===== src/hdl/i2cms_pkg.sv =====
// Shared types and constants of the I2C master bit sequencer.
// Used by the front, queue, back and top modules; depends on nothing.
package i2cms_pkg;

  typedef enum logic [2:0] {
    CMD_IDLE  = 3'd0,
    CMD_START = 3'd1,
    CMD_WRITE = 3'd2,
    CMD_READ  = 3'd3,
    CMD_STOP  = 3'd4
  } cmd_t;

  localparam logic [3:0] BITS_PER_BYTE = 4'd8;
  localparam logic [4:0] WRITE_LEN     = 5'd27;
  localparam logic [4:0] READ_LEN      = 5'd20;
  localparam logic [4:0] SHORT_LEN     = 5'd3;
  localparam logic [4:0] READ_BIT_END  = 5'd16;
  localparam logic [4:0] READ_ACK_SDA  = 5'd17;
  localparam logic [4:0] READ_ACK_SCL  = 5'd18;

  typedef struct packed {
    cmd_t       cmd;
    logic [7:0] write_data;
    logic       ack_to_send;
    logic       sda_line;
  } item_t;

  typedef struct packed {
    logic full;
    logic empty;
  } q_stat_t;

endpackage


===== src/hdl/i2cms_front.sv =====
// Front part: accepts input items and classifies the action code.
// Depends on i2cms_pkg; feeds i2cms_queue.
module i2cms_front (
  input  logic               in_valid,
  output logic               in_stall,
  input  logic [2:0]         action,
  input  logic [7:0]         write_data,
  input  logic               ack_to_send,
  input  logic               sda_line,
  input  i2cms_pkg::q_stat_t q_stat,
  output logic               push,
  output i2cms_pkg::item_t   push_item
);

  i2cms_pkg::cmd_t cmd;

  always_comb begin
    unique case (action)
      3'd1:    cmd = i2cms_pkg::CMD_START;
      3'd2:    cmd = i2cms_pkg::CMD_WRITE;
      3'd3:    cmd = i2cms_pkg::CMD_READ;
      3'd4:    cmd = i2cms_pkg::CMD_STOP;
      default: cmd = i2cms_pkg::CMD_IDLE;
    endcase
  end

  assign in_stall               = q_stat.full;
  assign push                   = in_valid && !q_stat.full;
  assign push_item.cmd          = cmd;
  assign push_item.write_data   = write_data;
  assign push_item.ack_to_send  = ack_to_send;
  assign push_item.sda_line     = sda_line;

endmodule


===== src/hdl/i2cms_queue.sv =====
// Two-entry item queue between front and back.
// Depends on i2cms_pkg.
module i2cms_queue (
  input  logic               clk,
  input  logic               rst,
  input  logic               push,
  input  i2cms_pkg::item_t   push_item,
  input  logic               pop,
  output i2cms_pkg::item_t   head,
  output i2cms_pkg::q_stat_t q_stat
);

  i2cms_pkg::item_t mem [2];
  logic       wr_ptr;
  logic       rd_ptr;
  logic [1:0] count;

  always_ff @(posedge clk) begin
    if (push) begin
      mem[wr_ptr] <= push_item;
    end
  end

  always_ff @(posedge clk) begin
    if (rst) begin
      wr_ptr <= 1'b0;
      rd_ptr <= 1'b0;
      count  <= 2'd0;
    end else begin
      if (push) wr_ptr <= ~wr_ptr;
      if (pop) rd_ptr <= ~rd_ptr;
      if (push && !pop) count <= count + 2'd1;
      else if (pop && !push) count <= count - 2'd1;
    end
  end

  assign head         = mem[rd_ptr];
  assign q_stat.full  = (count == 2'd2);
  assign q_stat.empty = (count == 2'd0);

endmodule


===== src/hdl/i2cms_back.sv =====
// Back part: plays one bus tick per item and holds the result register.
// Depends on i2cms_pkg; pops items from i2cms_queue.
module i2cms_back (
  input  logic               clk,
  input  logic               rst,
  input  i2cms_pkg::item_t   head,
  input  i2cms_pkg::q_stat_t q_stat,
  output logic               pop,
  output logic               out_valid,
  input  logic               out_stall,
  output logic               scl_level,
  output logic               sda_level,
  output logic               busy_res,
  output logic               done_res,
  output logic [7:0]         read_byte,
  output logic               slave_ack
);

  i2cms_pkg::cmd_t cur_cmd, cur_cmd_next;
  logic [4:0] phase, phase_next;
  logic [1:0] tri_cnt, tri_cnt_next;
  logic [3:0] bit_cnt, bit_cnt_next;
  logic [7:0] shift_byte, shift_byte_next;
  logic       held_ack, held_ack_next;
  logic       scl_reg, scl_next;
  logic       sda_reg, sda_next;
  logic       ack_seen, ack_seen_next;
  logic       sample_pending, sample_pending_next;
  logic [7:0] read_result, read_result_next;
  logic       busy, done;

  i2cms_pkg::cmd_t cmd_c;
  logic [4:0] len;

  assign pop = !q_stat.empty && (!out_valid || !out_stall);

  always_comb begin
    shift_byte_next     = shift_byte;
    ack_seen_next       = ack_seen;
    held_ack_next       = held_ack;
    cmd_c               = cur_cmd;
    phase_next          = phase;
    tri_cnt_next        = tri_cnt;
    bit_cnt_next        = bit_cnt;
    scl_next            = scl_reg;
    sda_next            = sda_reg;
    sample_pending_next = 1'b0;
    read_result_next    = read_result;
    cur_cmd_next        = cur_cmd;
    busy                = 1'b0;
    done                = 1'b0;
    len                 = i2cms_pkg::SHORT_LEN;

    if (sample_pending) begin
      if (cur_cmd == i2cms_pkg::CMD_WRITE) ack_seen_next = head.sda_line;
      else if (cur_cmd == i2cms_pkg::CMD_READ)
        shift_byte_next = {shift_byte[6:0], head.sda_line};
    end

    if (cur_cmd == i2cms_pkg::CMD_IDLE && head.cmd != i2cms_pkg::CMD_IDLE) begin
      cmd_c        = head.cmd;
      cur_cmd_next = head.cmd;
      phase_next   = 5'd0;
      tri_cnt_next = 2'd0;
      bit_cnt_next = 4'd0;
      if (head.cmd == i2cms_pkg::CMD_WRITE) shift_byte_next = head.write_data;
      if (head.cmd == i2cms_pkg::CMD_READ) begin
        shift_byte_next = 8'd0;
        held_ack_next   = head.ack_to_send;
      end
    end

    unique case (cmd_c)
      i2cms_pkg::CMD_IDLE: begin
      end
      i2cms_pkg::CMD_START: begin
        if (phase_next == 5'd0) begin
          scl_next = 1'b1;
          sda_next = 1'b1;
        end else if (phase_next == 5'd1) sda_next = 1'b0;
        else scl_next = 1'b0;
      end
      i2cms_pkg::CMD_WRITE: begin
        len = i2cms_pkg::WRITE_LEN;
        if (bit_cnt_next < i2cms_pkg::BITS_PER_BYTE) begin
          case (tri_cnt_next)
            2'd0:    sda_next = shift_byte_next[~bit_cnt_next[2:0]];
            2'd1:    scl_next = 1'b1;
            default: scl_next = 1'b0;
          endcase
        end else begin
          case (tri_cnt_next)
            2'd0: sda_next = 1'b1;
            2'd1: begin
              scl_next            = 1'b1;
              sample_pending_next = 1'b1;
            end
            default: scl_next = 1'b0;
          endcase
        end
      end
      i2cms_pkg::CMD_READ: begin
        len = i2cms_pkg::READ_LEN;
        if (phase_next == 5'd0) sda_next = 1'b1;
        else if (phase_next <= i2cms_pkg::READ_BIT_END) begin
          if (phase_next[0]) begin
            scl_next            = 1'b1;
            sample_pending_next = 1'b1;
          end else scl_next = 1'b0;
        end else if (phase_next == i2cms_pkg::READ_ACK_SDA) sda_next = held_ack_next;
        else if (phase_next == i2cms_pkg::READ_ACK_SCL) scl_next = 1'b1;
        else scl_next = 1'b0;
      end
      i2cms_pkg::CMD_STOP: begin
        if (phase_next == 5'd0) sda_next = 1'b0;
        else if (phase_next == 5'd1) scl_next = 1'b1;
        else sda_next = 1'b1;
      end
    endcase

    if (cmd_c != i2cms_pkg::CMD_IDLE) begin
      busy = 1'b1;
      if (phase_next + 5'd1 >= len) begin
        done = 1'b1;
        if (cmd_c == i2cms_pkg::CMD_READ) read_result_next = shift_byte_next;
        cur_cmd_next = i2cms_pkg::CMD_IDLE;
        phase_next   = 5'd0;
      end else begin
        phase_next = phase_next + 5'd1;
        if (tri_cnt_next == 2'd2) begin
          tri_cnt_next = 2'd0;
          bit_cnt_next = bit_cnt_next + 4'd1;
        end else begin
          tri_cnt_next = tri_cnt_next + 2'd1;
        end
      end
    end
  end

  always_ff @(posedge clk) begin
    if (rst) begin
      cur_cmd        <= i2cms_pkg::CMD_IDLE;
      phase          <= 5'd0;
      tri_cnt        <= 2'd0;
      bit_cnt        <= 4'd0;
      shift_byte     <= 8'd0;
      held_ack       <= 1'b1;
      scl_reg        <= 1'b1;
      sda_reg        <= 1'b1;
      ack_seen       <= 1'b1;
      sample_pending <= 1'b0;
      read_result    <= 8'd0;
      out_valid      <= 1'b0;
    end else begin
      if (pop) begin
        cur_cmd        <= cur_cmd_next;
        phase          <= phase_next;
        tri_cnt        <= tri_cnt_next;
        bit_cnt        <= bit_cnt_next;
        shift_byte     <= shift_byte_next;
        held_ack       <= held_ack_next;
        scl_reg        <= scl_next;
        sda_reg        <= sda_next;
        ack_seen       <= ack_seen_next;
        sample_pending <= sample_pending_next;
        read_result    <= read_result_next;
        out_valid      <= 1'b1;
      end else if (!out_stall) begin
        out_valid <= 1'b0;
      end
    end
  end

  always_ff @(posedge clk) begin
    if (pop) begin
      scl_level <= scl_next;
      sda_level <= sda_next;
      busy_res  <= busy;
      done_res  <= done;
      read_byte <= read_result_next;
      slave_ack <= ack_seen_next;
    end
  end

  a_done_busy: assert property (@(posedge clk) disable iff (rst)
    (out_valid && done_res) |-> busy_res)
    else $error("done without busy");

  a_phase_range: assert property (@(posedge clk) disable iff (rst)
    phase < i2cms_pkg::WRITE_LEN)
    else $error("phase out of range");

  a_pop_valid: assert property (@(posedge clk) disable iff (rst)
    pop |=> out_valid)
    else $error("popped item gave no result");

  a_idle_quiet: assert property (@(posedge clk) disable iff (rst)
    (cur_cmd == i2cms_pkg::CMD_IDLE) |-> (phase == 5'd0 && !sample_pending))
    else $error("idle with live phase");

endmodule


===== src/hdl/i2c_master_bit_sequencer_core.sv =====
// Top level of the I2C master bit sequencer.
// Depends on i2cms_pkg, i2cms_front, i2cms_queue and i2cms_back.
//
// Input channel (in_valid/in_stall): one item per bus tick, carrying
// action, write_data, ack_to_send and the sda_line level seen during the
// previous tick. Output channel (out_valid/out_stall): one item per input
// item with the SCL/SDA levels of that tick, busy/done flags, the last
// read byte and the last slave acknowledge.
// Throughput is one item per cycle while out_stall is low.
// The accept edge writes the item into the two-entry queue; while the
// output register is free or being taken, the queue head moves through
// the back tick logic into the output register (only out_valid is reset).
// When the receiver stalls, the result register holds and the queue
// fills; in_stall rises once both queue entries are taken.
// Reset brings the internal state to idle with both pins released, the
// slave acknowledge at one, the read byte at zero and no item in flight.
module i2c_master_bit_sequencer_core (
  input  logic       clk,
  input  logic       rst,
  input  logic       in_valid,
  output logic       in_stall,
  input  logic [2:0] action,
  input  logic [7:0] write_data,
  input  logic       ack_to_send,
  input  logic       sda_line,
  output logic       out_valid,
  input  logic       out_stall,
  output logic       scl_level,
  output logic       sda_level,
  output logic       busy_res,
  output logic       done_res,
  output logic [7:0] read_byte,
  output logic       slave_ack
);

  i2cms_pkg::q_stat_t q_stat;
  i2cms_pkg::item_t   push_item;
  i2cms_pkg::item_t   head;
  logic               push;
  logic               pop;

  i2cms_front u_front (
    .in_valid    (in_valid),
    .in_stall    (in_stall),
    .action      (action),
    .write_data  (write_data),
    .ack_to_send (ack_to_send),
    .sda_line    (sda_line),
    .q_stat      (q_stat),
    .push        (push),
    .push_item   (push_item)
  );

  i2cms_queue u_queue (
    .clk       (clk),
    .rst       (rst),
    .push      (push),
    .push_item (push_item),
    .pop       (pop),
    .head      (head),
    .q_stat    (q_stat)
  );

  i2cms_back u_back (
    .clk       (clk),
    .rst       (rst),
    .head      (head),
    .q_stat    (q_stat),
    .pop       (pop),
    .out_valid (out_valid),
    .out_stall (out_stall),
    .scl_level (scl_level),
    .sda_level (sda_level),
    .busy_res  (busy_res),
    .done_res  (done_res),
    .read_byte (read_byte),
    .slave_ack (slave_ack)
  );

endmodule

===== config.mk =====
export PLATFORM = sky130hd
export DESIGN_NAME = i2c_master_bit_sequencer_core
export DESIGN_NICKNAME = d
export VERILOG_FILES = /design/src/hdl/i2cms_pkg.sv /design/src/hdl/i2cms_front.sv /design/src/hdl/i2cms_queue.sv /design/src/hdl/i2cms_back.sv /design/src/hdl/i2c_master_bit_sequencer_core.sv
export SDC_FILE = /design/constraint.sdc
export NUM_CORES = 1
export LEC_CHECK = 0
export BUFFER_PORTS_ARGS = -buffer_cell sky130_fd_sc_hd__buf_2
export CELL_PAD_IN_SITES_DETAIL_PLACEMENT = 0
export CELL_PAD_IN_SITES_GLOBAL_PLACEMENT = 1
export CORE_MARGIN = 1.5
export CORE_UTILIZATION = 40
export CTS_CLUSTER_DIAMETER = 50
export CTS_CLUSTER_SIZE = 28
export DETAILED_ROUTE_END_ITERATION = 7
export GPL_TIMING_DRIVEN = 0
export MAX_ROUTING_LAYER = met4
export PLACE_DENSITY = 0.76
export RECOVER_POWER = 25
export SYNTH_ARGS = -nofsm -noshare
export SYNTH_HDL_FRONTEND = slang
export SYNTH_SLANG_ARGS = --single-unit

===== constraint.sdc =====
create_clock -name clk -period 10.1 [get_ports clk]
set_input_delay 2.02 -clock clk [delete_from_list [all_inputs] [get_ports clk]]
set_output_delay 2.02 -clock clk [all_outputs]
set_load 0.01 [all_outputs]

==> report_table.html <==
<table>
<tr><th>Metric</th><th>Value</th></tr>
<tr><th colspan="2">STA</th></tr>
<tr><td>Aggregate negative setup slack</td><td>0 ps</td></tr>
<tr><td>RSZ-0062 raised after global routing</td><td>no</td></tr>
<tr><td>Slew of the pin with the lowest slew margin</td><td>1485 ps</td></tr>
<tr><td>Post-layout min period</td><td>4666 ps</td></tr>
<tr><td>Final setup viols</td><td>0</td></tr>
<tr><td>Clk_skew</td><td>9.323 ps</td></tr>
<tr><td>Max-slew headroom</td><td>0.2221%</td></tr>
<tr><td>Fraction of the cycle the final worst path needs</td><td>46.20%</td></tr>
<tr><td>Final Hold Vio Count</td><td>0</td></tr>
<tr><td>Max-slew violation count</td><td>0</td></tr>
<tr><td>Peak Freq</td><td>214.3 MHz</td></tr>
<tr><th colspan="2">Final layout</th></tr>
<tr><td>Nets</td><td>471</td></tr>
<tr><td>Most frequent standard cell in the layout excluding fill and tap cells</td><td>sky130_fd_sc_hd__dfxtp_1</td></tr>
<tr><td>Fraction of layout cells with a size suffix above 1</td><td>19.03%</td></tr>
<tr><td>Synth-to-layout area growth</td><td>12.16%</td></tr>
<tr><td>Final design instance area without fill</td><td>4616 sq um</td></tr>
<tr><td>Register ranked first by flip-flop count</td><td>u_queue.mem</td></tr>
<tr><td>Most frequent cells in the layout</td><td>41 x sky130_fd_sc_hd__dfxtp_1, 40 x sky130_fd_sc_hd__nand2_1, 39 x sky130_fd_sc_hd__edfxtp_1, 37 x sky130_fd_sc_hd__buf_2, 36 x sky130_fd_sc_hd__nor2_1</td></tr>
<tr><td>Number of flip-flops under the largest register name</td><td>26</td></tr>
<tr><td>Antenna diode count</td><td>0</td></tr>
<tr><th colspan="2">Pwr</th></tr>
<tr><td>Reported leakage power</td><td>1.784 nW</td></tr>
<tr><td>Worst voltage drop across the vdd grid</td><td>0.1059 mV</td></tr>
<tr><td>Power density over the cells</td><td>296.8 nW/um^2</td></tr>
<tr><th colspan="2">Logic synthesis</th></tr>
<tr><td>Area share of the leading cell type in the synthesized netlist</td><td>28.46%</td></tr>
<tr><td>Cells after Synth</td><td>406</td></tr>
<tr><td>Top area cells in the synthesized netlist</td><td>sky130_fd_sc_hd__edfxtp_1 28%, sky130_fd_sc_hd__dfxtp_1 20%, sky130_fd_sc_hd__mux2_2 4.4%, sky130_fd_sc_hd__mux2i_1 3.9%, sky130_fd_sc_hd__a21oi_1 3.6%</td></tr>
<tr><td>Xor-xnor portion of the synthesized cell area</td><td>2.098%</td></tr>
<tr><td>Mux cell area share after synthesis</td><td>8.817%</td></tr>
<tr><td>Post-synthesis sequential element count</td><td>80</td></tr>
<tr><td>Post-synth EDFFs</td><td>39</td></tr>
<tr><td>Simple-Gate Fraction of Synth Area</td><td>16.94%</td></tr>
<tr><td>Number of nets produced by synthesis</td><td>430</td></tr>
<tr><td>Combinational family with the most area after synthesis</td><td>compound AO/OA/AOI/OAI gates</td></tr>
<tr><td>Compound-Gate Fraction of Synth Area</td><td>17.00%</td></tr>
<tr><td>Average size of a mapped cell</td><td>10.14 sq um</td></tr>
<tr><td>Total number of yosys warnings</td><td>0</td></tr>
<tr><td>Adder and majority gate portion of the synthesized area</td><td>2.128%</td></tr>
<tr><td>Count of distinct cell types in the synthesized netlist</td><td>61</td></tr>
<tr><td>Largest area contributor in the synthesized netlist</td><td>sky130_fd_sc_hd__edfxtp_1</td></tr>
<tr><td>Register area share after synthesis</td><td>48.40%</td></tr>
<tr><td>Synth Cell Area</td><td>4115 sq um</td></tr>
<tr><td>Most used flip-flop cell after synthesis</td><td>sky130_fd_sc_hd__dfxtp_1</td></tr>
<tr><td>Post-synthesis async set-or-reset flop share</td><td>0%</td></tr>
<tr><th colspan="2">Detailed routing</th></tr>
<tr><td>Vias per cell</td><td>5.532</td></tr>
<tr><td>Total DRC errors in the routed layout</td><td>0</td></tr>
<tr><td>Number of optimization iterations in the first detailed-route pass</td><td>5</td></tr>
<tr><td>Post-detailed-route wirelength per cell</td><td>16.73 microns</td></tr>
<tr><td>1st-iter DRT viols</td><td>212</td></tr>
<tr><td>Overall via count from detail_route</td><td>3236</td></tr>
<tr><td>Final ANT Viol Nets</td><td>0</td></tr>
<tr><td>Final wirelength</td><td>9787 microns</td></tr>
<tr><th colspan="2">Floorplan</th></tr>
<tr><td>Die width</td><td>104.4 microns</td></tr>
<tr><td>Initial standard-cell utilization of the core</td><td>41.72%</td></tr>
<tr><td>Core footprint</td><td>9864 sq um</td></tr>
<tr><td>Number of core rows</td><td>36</td></tr>
<tr><td>Total die area</td><td>10910 sq um</td></tr>
<tr><td>Number of placed I/O pins</td><td>32</td></tr>
<tr><td>Die boundary height</td><td>104.4 microns</td></tr>
<tr><th colspan="2">Placed design</th></tr>
<tr><td>Post-placement cell area</td><td>4432 sq um</td></tr>
<tr><td>I/O Buffers</td><td>30</td></tr>
<tr><td>Sum of net half-perimeters after detailed placement</td><td>7023 microns</td></tr>
<tr><td>Routability Congestion</td><td>0.8338</td></tr>
<tr><th colspan="2">Clock network</th></tr>
<tr><td>Clock slew at reported path FFs</td><td>90 ps</td></tr>
<tr><td>Number of buffers on the longest clock path</td><td>2</td></tr>
<tr><td>Number of buffers created by CTS</td><td>9</td></tr>
<tr><td>Clock latency on the worst-skew pair</td><td>370 ps</td></tr>
<tr><td>Root buffer cell</td><td>sky130_fd_sc_hd__clkbuf_8</td></tr>
<tr><td>Buffer count from post-CTS setup fixing</td><td>0</td></tr>
<tr><td>Count of instances resized after the clock tree is built</td><td>0</td></tr>
<tr><td>TritonCTS clock tree</td><td>yes</td></tr>
<tr><td>Quantity of hold-fixing buffers added after cts</td><td>0</td></tr>
<tr><td>CTS H-tree depth</td><td>3</td></tr>
<tr><td>Clock sink total</td><td>80</td></tr>
<tr><th colspan="2">Global route</th></tr>
<tr><td>Global-route wire length before repair</td><td>16130 microns</td></tr>
<tr><td>Met2 routing resource usage after global routing</td><td>31.34%</td></tr>
<tr><td>GRT met3 Usage</td><td>3.383%</td></tr>
<tr><td>Total congestion overflow after global routing</td><td>0</td></tr>
<tr><td>Number of global-route vias before repair</td><td>3150</td></tr>
<tr><td>Total Routing Usage GR</td><td>19.43%</td></tr>
<tr><td>Peak-usage layer in the global routing report</td><td>met2</td></tr>
<tr><td>Initial antenna violation count</td><td>0</td></tr>
<tr><td>Maximum number of pins on one net before global-route repair</td><td>23</td></tr>
<tr><td>Grt met1 use</td><td>23.91%</td></tr>
<tr><th colspan="2">Worst hold path</th></tr>
<tr><td>Path type of the worst min-delay path</td><td>flip-flop to flip-flop</td></tr>
<tr><th colspan="2">Critical path</th></tr>
<tr><td>Reg2reg setup slack</td><td>5430 ps</td></tr>
<tr><td>Largest fanout on the critical path</td><td>10</td></tr>
<tr><td>Data arrival, critical path</td><td>4790 ps</td></tr>
<tr><td>CP Data Required Time</td><td>10220 ps</td></tr>
<tr><td>Type of element capturing the critical path</td><td>flip-flop</td></tr>
<tr><td>Classification of the worst setup path</td><td>flip-flop to flip-flop</td></tr>
<tr><td>Critical path launch point type</td><td>flip-flop</td></tr>
<tr><th colspan="2">Outcome</th></tr>
<tr><td>Outcome</td><td>finished, violations left</td></tr>
<tr><td>Violations in the final reports</td><td>capacitance limit</td></tr>
<tr><th colspan="2">Job</th></tr>
<tr><td>Maximum Capacitance Violations</td><td>1</td></tr>
</table>
-- worst max-delay path, stage by stage, from the launching register on --
cell	delay [ps]
sky130_fd_sc_hd__dfxtp_1	340
sky130_fd_sc_hd__buf_6	130
sky130_fd_sc_hd__clkbuf_1	420
sky130_fd_sc_hd__nor4_1	140
sky130_fd_sc_hd__nor3_1	1140
sky130_fd_sc_hd__nor2_1	140
sky130_fd_sc_hd__ha_1	340
sky130_fd_sc_hd__a21o_1	160
sky130_fd_sc_hd__a21o_1	160
sky130_fd_sc_hd__a21o_1	240
sky130_fd_sc_hd__a21o_1	190
sky130_fd_sc_hd__clkbuf_1	240
sky130_fd_sc_hd__nand2_1	370
sky130_fd_sc_hd__mux2_2	400
-- final cells by class --
class | count | area, sq um
Sequential cell | 80 | 1992
Inverter | 12 | 45.04
Clock buffer | 9 | 123.9
Tap cell | 133 | 166.4
Clock inverter | 7 | 68.82
Buffer | 27 | 143.9
Timing Repair Buffer | 30 | 150.1
Fill cell | 962 | 5249
Multi-Input combinational cell | 287 | 1926
-- report_power, final --
group | total [mW] | internal, mW | switching [mW]
registers | 0.464 | 0.429 | 0.0355
logic | 0.671 | 0.229 | 0.442
clock network | 0.235 | 0.0974 | 0.137
total | 1.37 | 0.756 | 0.614
-- final timing paths --
check | from | to | cells past startpoint
min reg2reg | u_back.shift_byte[7]$_SDFFE_PP0P_ | u_back.shift_byte[7]$_SDFFE_PP0P_ | 2
max | flip-flop | u_back.read_byte[6]$_DFFE_PP_ | 13
max reg2reg | flip-flop | u_back.read_byte[6]$_DFFE_PP_ | 13
min | u_back.shift_byte[7]$_SDFFE_PP0P_ | u_back.shift_byte[7]$_SDFFE_PP0P_ | 2
-- cell usage after synthesis, types with 8 or more instances --
library cell / number
sky130_fd_sc_hd__nand3_1: 9
sky130_fd_sc_hd__nor3_1: 11
sky130_fd_sc_hd__a21o_1: 9
sky130_fd_sc_hd__a21oi_1: 30
sky130_fd_sc_hd__nand4_1: 8
sky130_fd_sc_hd__nor2_1: 35
sky130_fd_sc_hd__clkbuf_1: 14
sky130_fd_sc_hd__edfxtp_1: 39
sky130_fd_sc_hd__mux2i_1: 16
sky130_fd_sc_hd__o21ai_0: 11
sky130_fd_sc_hd__dfxtp_1: 41
sky130_fd_sc_hd__buf_2: 8
sky130_fd_sc_hd__inv_1: 11
sky130_fd_sc_hd__mux2_2: 16
sky130_fd_sc_hd__nand2_1: 40
-- stage by stage --
stage | hold WS (ps) | cells | power, mW | worst slack, ps | utilization, %
3_5_place_dp | 451.0 | 569 | 1.139 | 5420 | 44.93
4_1_cts | 463.3 | 585 | 1.377 | 5790 | 46.88
3_3_place_gp | 445.0 | 569 | 1.130 | 5537 | 44.93
2_1_floorplan | 436.0 | 406 | 0.9502 | 6362 | -
5_1_grt | 499.4 | 585 | 1.460 | 5198 | 46.79
6_report | 462.3 | 585 | 1.370 | 5434 | 46.79
-- per-layer routing --
layer / wire, microns / part of all wire (%)
met1: 4389 / 45
met2: 4771 / 49
met3: 423 / 4.3
met4: 203 / 2.1
met5: 0 / 0
-- kinds of logic (layout without fill, tap and decap cells) --
kind of cell,count (synthesis),in the layout
buf+inv,39,85
simple gates,139,139
mux,33,33
fa+ha+maj,7,7
xor+xnor,9,9
compound gates,99,99
flops,80,80
Power figures use the tool's default switching activity.
